`src/hdl/dcsp_pkg.sv`:
```
// Shared types and constants for the decimal currency string parser.
package dcsp_pkg;

  // Width of the whole-part accumulator (holds up to AMOUNT_MAX / 100)
  localparam int unsigned WholeW  = 57;
  // Width of the scaled fractional part (0 to 99)
  localparam int unsigned FracW   = 7;
  // Width of the result amount
  localparam int unsigned AmountW = 63;

  localparam logic [AmountW-1:0] AmountMax  = {AmountW{1'b1}};
  localparam logic [WholeW-1:0]  WholeLimit = WholeW'(AmountMax / 100);

  // Character codes
  localparam logic [7:0] CharDot  = 8'h2E;
  localparam logic [7:0] CharZero = 8'h30;
  localparam logic [7:0] CharNine = 8'h39;

  // Fractional digit counts
  localparam logic [1:0] FracOneDigit = 2'd1;

  // One input item as held in the input register
  typedef struct packed {
    logic [7:0] char_code;
    logic       is_last;
    logic       no_char;
  } item_t;

  // Parse state at the end of a string, handed to the total stage
  typedef struct packed {
    logic              ok;
    logic [WholeW-1:0] whole;
    logic [FracW-1:0]  frac;
  } snap_t;

  // Final result item
  typedef struct packed {
    logic [AmountW-1:0] amount;
    logic               valid_res;
  } result_t;

endpackage

```
`src/hdl/dcsp_scan.sv`:
```
// Character scanner: parse state registers and per-character update logic.
module dcsp_scan (
  input  logic             clk_i,
  input  logic             rst_ni,
  input  logic             adv_i,
  input  dcsp_pkg::item_t  item_i,
  output dcsp_pkg::snap_t  snap_o
);

  logic [dcsp_pkg::WholeW-1:0] whole_q, whole_d;
  logic                        seen_q, seen_d;
  logic                        dot_q, dot_d;
  logic [1:0]                  fcnt_q, fcnt_d;
  logic [dcsp_pkg::FracW-1:0]  fval_q, fval_d;
  logic                        failed_q, failed_d;

  logic                        is_digit;
  logic [3:0]                  digit;
  logic [dcsp_pkg::WholeW+3:0] acc_mul;
  logic [dcsp_pkg::FracW-1:0]  frac_mul;

  // Digit decode
  assign is_digit = (item_i.char_code >= dcsp_pkg::CharZero) &&
                    (item_i.char_code <= dcsp_pkg::CharNine);
  assign digit    = is_digit ? 4'(item_i.char_code - dcsp_pkg::CharZero) : 4'd0;

  // whole * 10 + digit; never exceeds ten times the limit plus nine
  assign acc_mul  = ((dcsp_pkg::WholeW+4)'(whole_q) << 3) +
                    ((dcsp_pkg::WholeW+4)'(whole_q) << 1) +
                    (dcsp_pkg::WholeW+4)'(digit);
  // frac * 10 + digit; frac is a single digit whenever this is used
  assign frac_mul = (fval_q << 3) + (fval_q << 1) + dcsp_pkg::FracW'(digit);

  // Next parse state for the item in the input register
  always_comb begin
    whole_d  = whole_q;
    seen_d   = seen_q;
    dot_d    = dot_q;
    fcnt_d   = fcnt_q;
    fval_d   = fval_q;
    failed_d = failed_q;
    if (!item_i.no_char && !failed_q) begin
      if (!dot_q) begin
        if (item_i.char_code == dcsp_pkg::CharDot) begin
          dot_d = 1'b1;
        end else if (is_digit) begin
          if (acc_mul > (dcsp_pkg::WholeW+4)'(dcsp_pkg::WholeLimit)) begin
            failed_d = 1'b1;
          end else begin
            whole_d = acc_mul[dcsp_pkg::WholeW-1:0];
            seen_d  = 1'b1;
          end
        end else begin
          failed_d = 1'b1;
        end
      end else if (!is_digit || fcnt_q[1]) begin
        failed_d = 1'b1;
      end else begin
        fval_d = frac_mul;
        fcnt_d = fcnt_q + 2'd1;
      end
    end
  end

  // End-of-string view: format check and fraction scaled to hundredths
  always_comb begin
    snap_o.ok    = !failed_d && seen_d && !(dot_d && (fcnt_d == 2'd0));
    snap_o.whole = whole_d;
    snap_o.frac  = (fcnt_d == dcsp_pkg::FracOneDigit) ?
                   dcsp_pkg::FracW'((fval_d << 3) + (fval_d << 1)) : fval_d;
  end

  // State registers; cleared after the last item of a string
  always_ff @(posedge clk_i or negedge rst_ni) begin
    if (!rst_ni) begin
      whole_q  <= '0;
      seen_q   <= 1'b0;
      dot_q    <= 1'b0;
      fcnt_q   <= '0;
      fval_q   <= '0;
      failed_q <= 1'b0;
    end else if (adv_i) begin
      if (item_i.is_last) begin
        whole_q  <= '0;
        seen_q   <= 1'b0;
        dot_q    <= 1'b0;
        fcnt_q   <= '0;
        fval_q   <= '0;
        failed_q <= 1'b0;
      end else begin
        whole_q  <= whole_d;
        seen_q   <= seen_d;
        dot_q    <= dot_d;
        fcnt_q   <= fcnt_d;
        fval_q   <= fval_d;
        failed_q <= failed_d;
      end
    end
  end

endmodule

```
`src/hdl/dcsp_total.sv`:
```
// Total stage: whole * 100 + fraction with range check.
module dcsp_total (
  input  dcsp_pkg::snap_t   snap_i,
  output dcsp_pkg::result_t res_o
);

  logic [dcsp_pkg::AmountW:0] total;
  logic                       in_range;

  // 100 = 64 + 32 + 4
  assign total = ((dcsp_pkg::AmountW+1)'(snap_i.whole) << 6) +
                 ((dcsp_pkg::AmountW+1)'(snap_i.whole) << 5) +
                 ((dcsp_pkg::AmountW+1)'(snap_i.whole) << 2) +
                 (dcsp_pkg::AmountW+1)'(snap_i.frac);

  assign in_range = (total <= (dcsp_pkg::AmountW+1)'(dcsp_pkg::AmountMax));

  always_comb begin
    res_o.valid_res = snap_i.ok && in_range;
    res_o.amount    = res_o.valid_res ? total[dcsp_pkg::AmountW-1:0] : '0;
  end

endmodule

```
`src/hdl/decimal_currency_string_parser.sv`:
```
// Decimal currency string parser: one ASCII character per item, amount in hundredths.
// The last character's result passes the snapshot and then the result register.
// Throughput: one character per cycle unless stalled; each updates the parse state.
// Stall on the output backs up through the registered stages only when all are full.
// Reset (rst_ni low, asynchronous): pipeline empties and the parse state is cleared.
module decimal_currency_string_parser (
  input  logic        clk_i,
  input  logic        rst_ni,
  input  logic        in_valid_i,
  output logic        in_stall_o,
  input  logic [7:0]  char_code_i,
  input  logic        is_last_i,
  input  logic        no_char_i,
  output logic        out_valid_o,
  input  logic        out_stall_i,
  output logic [62:0] amount_hundredths_o,
  output logic        valid_res_o
);

  dcsp_pkg::item_t   item_q;
  dcsp_pkg::snap_t   snap_d, snap_q;
  dcsp_pkg::result_t res_d, res_q;
  logic              v1_q, v2_q, v3_q;
  logic              load3, free2, adv1, adv2, in_fire;

  // Stage flow control
  assign load3      = !v3_q || !out_stall_i;
  assign adv2       = v2_q && load3;
  assign free2      = !v2_q || load3;
  assign adv1       = v1_q && free2;
  assign in_stall_o = v1_q && !free2;
  assign in_fire    = in_valid_i && !in_stall_o;

  always_ff @(posedge clk_i or negedge rst_ni) begin
    if (!rst_ni) begin
      v1_q <= 1'b0;
      v2_q <= 1'b0;
      v3_q <= 1'b0;
    end else begin
      if (!in_stall_o) v1_q <= in_valid_i;
      if (free2)       v2_q <= adv1 && item_q.is_last;
      if (load3)       v3_q <= v2_q;
    end
  end

  // Input register
  always_ff @(posedge clk_i) begin
    if (in_fire) begin
      item_q.char_code <= char_code_i;
      item_q.is_last   <= is_last_i;
      item_q.no_char   <= no_char_i;
    end
  end

  dcsp_scan u_scan (
    .clk_i  (clk_i),
    .rst_ni (rst_ni),
    .adv_i  (adv1),
    .item_i (item_q),
    .snap_o (snap_d)
  );

  // Snapshot register, loaded on the last item of a string
  always_ff @(posedge clk_i) begin
    if (adv1 && item_q.is_last) snap_q <= snap_d;
  end

  dcsp_total u_total (
    .snap_i (snap_q),
    .res_o  (res_d)
  );

  // Result register
  always_ff @(posedge clk_i) begin
    if (adv2) res_q <= res_d;
  end

  assign out_valid_o         = v3_q;
  assign amount_hundredths_o = res_q.amount;
  assign valid_res_o         = res_q.valid_res;

endmodule
```
`config.mk`:
```
export PLATFORM = sky130hd
export DESIGN_NAME = decimal_currency_string_parser
export DESIGN_NICKNAME = d
export VERILOG_FILES = /design/src/hdl/dcsp_pkg.sv /design/src/hdl/dcsp_scan.sv /design/src/hdl/dcsp_total.sv /design/src/hdl/decimal_currency_string_parser.sv
export SDC_FILE = /design/constraint.sdc
export NUM_CORES = 1
export LEC_CHECK = 0
export BUFFER_PORTS_ARGS = -buffer_cell sky130_fd_sc_hd__buf_2
export CAP_MARGIN = 20
export CORE_MARGIN = 2
export CORE_UTILIZATION = 60
export CTS_CLUSTER_DIAMETER = 200
export CTS_CLUSTER_SIZE = 14
export DETAILED_ROUTE_END_ITERATION = 12
export PLACE_DENSITY = 0.85
export REMOVE_ABC_BUFFERS = 1
export SETUP_SLACK_MARGIN = 0.4
export SLEW_MARGIN = 25
export SYNTH_ARGS = -nofsm -noshare
export SYNTH_HDL_FRONTEND = slang
export SYNTH_SLANG_ARGS = --single-unit
```
`constraint.sdc`:
```
create_clock -name clk_i -period 6.2 [get_ports clk_i]
set_input_delay 0.31 -clock clk_i [delete_from_list [all_inputs] [get_ports clk_i]]
set_output_delay 0.31 -clock clk_i [all_outputs]
set_load 0.05 [all_outputs]
```
==> flow_metrics.py <==
metrics = {
    "outcome": {
        "status": "completed",
    },
    "critical_path": {
        "worstPathMaxFanout": 8,
        "slowest_delay_ns": 0.51,
        "crit_slowest_cell": "a2111oi_0",
        "cp-start-kind": "flop",
        "crit_buf_inv": 4,
        "critPathKind": "flop to flop",
        "crit_family": "compound AO/OA/AOI/OAI gates",
        "required_ns": 6.46,
        "crit_arrival_ns": 6.09,
        "worstPathCellList": "o21ai_1 > and3_4 > and2_4 > ha_4 > ha_4 > fa_2 > a211o_1 > a21o_1 > buf_4 > xor2_1 > and4_1 > a2111oi_0 > o21bai_1 > a21oi_2 > o21ai_0 > buf_4 > a2111o_1 > a2111o_2 > buf_12 > clkbuf_16 > mux2_2",
        "endpoint_kind": "flop",
    },
    "die": {
        "start_util_pct": 60.85,
        "fp.dieH_um": 180.1,
        "io_pins": 80,
        "dieArea_um2": 32450,
        "die_x_um": 180.1,
        "core-area_um2": 30590,
        "num_rows": 64,
    },
    "timing": {
        "maxSlewHeadroom_pct": 29.68,
        "tns_ns": 0,
        "worst_pin_slew_ns": 1.055,
        "slew_viol_final": 0,
        "fmax_mhz": 171.5,
        "hold-worst-slack_ns": 0.03911,
        "fin_crit_ns": 5.830,
        "rsz0062_at_grt": "true",
        "hold_viol_final": 0,
        "final-setup-viol-count": 0,
        "fin_crit_sh_pct": 94.04,
        "fin_ws_ns": 0.3697,
        "clock_skew_ns": 0.02343,
    },
    "run": {
        "maxCapViolations": 0,
    },
    "placement": {
        "placed_cells": 2336,
        "dpl.hpwl_mm": 37.03,
        "dpl_cell_area_um2": 19730,
        "io_buffers": 79,
        "gp_congestion": 0.9683,
        "dp_slack_ns": 0.1290,
    },
    "yosys": {
        "netlist_area_um2": 18610,
        "ys_warn_count": 0,
        "synth-simple-area-share_pct": 13.34,
        "syn_area_per_cell_um2": 9.917,
        "synthFlopType": "edfxtp_1",
        "ys_top_cells_by_area": "edfxtp_1 22%, ha_1 17%, dfrtp_1 9.7%",
        "synth_top_family_by_area": "adder cells",
        "yosysMostFrequentCell": "ha_1",
        "synth_mux_area_share_pct": 3.805,
        "synth-seq-cells": 211,
        "synth_top_area_share_pct": 22.42,
        "synth-edff-count": 139,
        "synth-adder-area-share_pct": 23.15,
        "synth_common_cells": "250 x ha_1, 153 x nor2_1, 150 x a21oi_1, 139 x edfxtp_1, 134 x nand2_1",
        "synth_compound_area_share_pct": 20.09,
        "ys_seq_area_share_pct": 32.10,
        "syn_inst": 1877,
        "async_flop_share_pct": 34.12,
        "ys_types": 77,
        "synth_xor_area_share_pct": 4.752,
        "post-synth-top-area-cell": "edfxtp_1",
    },
    "clock_network": {
        "clkLatencyLatePin_ns": 0.52,
        "cts_buffer_depth": 3,
        "h-tree-depth": 1,
        "cts_tree": "yes",
        "root_buffer": "clkbuf_16",
        "clk_pin_slew_ns": 0.07,
        "cts.sinks": 211,
        "cts_buffers": 19,
    },
    "route": {
        "wl_per_cell_um": 20.91,
        "wl_mm": 50.27,
        "viasPerCell": 6.529,
        "vias": 15700,
        "drt_iter0_markers": 1158,
        "drc_errors": 0,
        "dr.pass1.iters": 5,
        "final_antenna_net_count": 0,
    },
    "grt": {
        "grt_antenna_before_repair": 0,
        "grtUsageTotal_pct": 29.66,
        "grt_pass1_wl_mm": 79.43,
        "first_global_vias": 15200,
        "grt-ovfl-total": 0,
        "grt_max_degree": 73,
    },
    "cells_and_area": {
        "final_cell_count_no_fill": 2404,
        "syn_to_final_growth_pct": 13.01,
        "final_area_um2": 21040,
        "diodes": 0,
        "utilization_pct": 68.77,
        "drive_gt1_share_pct": 15.29,
        "final_nets": 2319,
    },
    "power": {
        "pwr_density_cell_nw_per_um2": 195.4,
        "p_leak_nw": 9.846,
        "ir_drop_uv": 248.2,
        "p_total_mw": 4.111,
    },
    "hold_path": {
        "worstHoldPathType": "input port to flop",
    },
}
## per-layer routing
layer	share of wire, %	routed length, um	GRT usage [%]	up-vias
li1	-	-	-	7328
met1	45	22450	41.69	7734
met2	47	23610	49.10	550
met3	5.8	2927	3.638	84
met4	2.5	1275	7.387	0
met5	0	0	0	-
## report_power, final
group	internal, mW	switching, mW
clock	0.579	0.555
combinational	0.485	0.834
sequential	1.61	0.0508
## cell usage in the layout (no fill, tap or decap), drive strengths merged, types with 6 or more instances in the layout
cell type / instances
o31ai: 9
xnor2: 59
nor2b: 13
nor2: 153
edfxtp: 139
a31o: 6
inv: 47
a211oi: 14
or2: 7
nor4: 14
clkbuf: 36
o211ai: 17
and3: 9
nor3: 29
dlygate4sd3: 11
nand2b: 12
a21o: 79
a31oi: 20
nand4: 37
o21ai: 96
nand3: 38
and4: 9
nand2: 134
a21boi: 6
and2: 21
xor2: 42
o21a: 23
mux2i: 10
ha: 250
o31a: 7
o21bai: 11
fa: 59
or3: 12
a2111oi: 8
buf: 158
a21oi: 151
mux2: 54
nor3b: 7
dfrtp: 72
a22o: 59
## sequential cells by signal (all words and copies together), names as in the netlist, 2 cells and up
register	count
amount_hundredths_o	63
item_q	10
snap_q	65
u_scan.fcnt_q	2
u_scan.fval_q	7
u_scan.whole_q	57
## layout make-up
class,count,area [um2]
Clock buffer,32,524.3
Clock inverter,1,16.27
Fill cell,2332,9553
Inverter,48,181.4
Multi-Input combinational cell,1543,12520
Sequential cell,211,5976
Tap cell,396,495.5
Timing Repair Buffer,173,1325
## path summary, 6_finish.rpt
path                                    start          endpoint  slack, ns  cells past startpoint
worst min register to register  u_scan.seen_q     u_scan.seen_q       0.49                      1
min in group asynchronous              rst_ni              v1_q       0.45                      3
worst max-delay path                item_q[4]         snap_q[7]       0.37                     21
max in group asynchronous              rst_ni  u_scan.fval_q[2]       5.19                      3
worst max register to register      item_q[4]         snap_q[7]       0.37                     21
worst min-delay path               in_valid_i              v1_q       0.04                      2
## cell families after synthesis
group	count (synthesis)
muxes	64
adders and majority gates	309
buffers and inverters	123
DFF	211
AOI/OAI and AO/OA	557
and+or+nand+nor	512
xor gates and xnor gates	101
## timing repair
| action | 4_1_cts | 5_1_grt |
|---|---|---|
| resized for setup | 17 | 49 |
| endpoints found under the setup margin | 120 | 175 |
| hold buffers | 10 | 1 |
| gates cloned | 0 | 5 |
| pin swaps | 8 | 29 |
| hold endpoints to repair | 10 | 6 |
| buffers inserted | 6 | 13 |
Note: power is estimated with default switching activity, not from simulation.
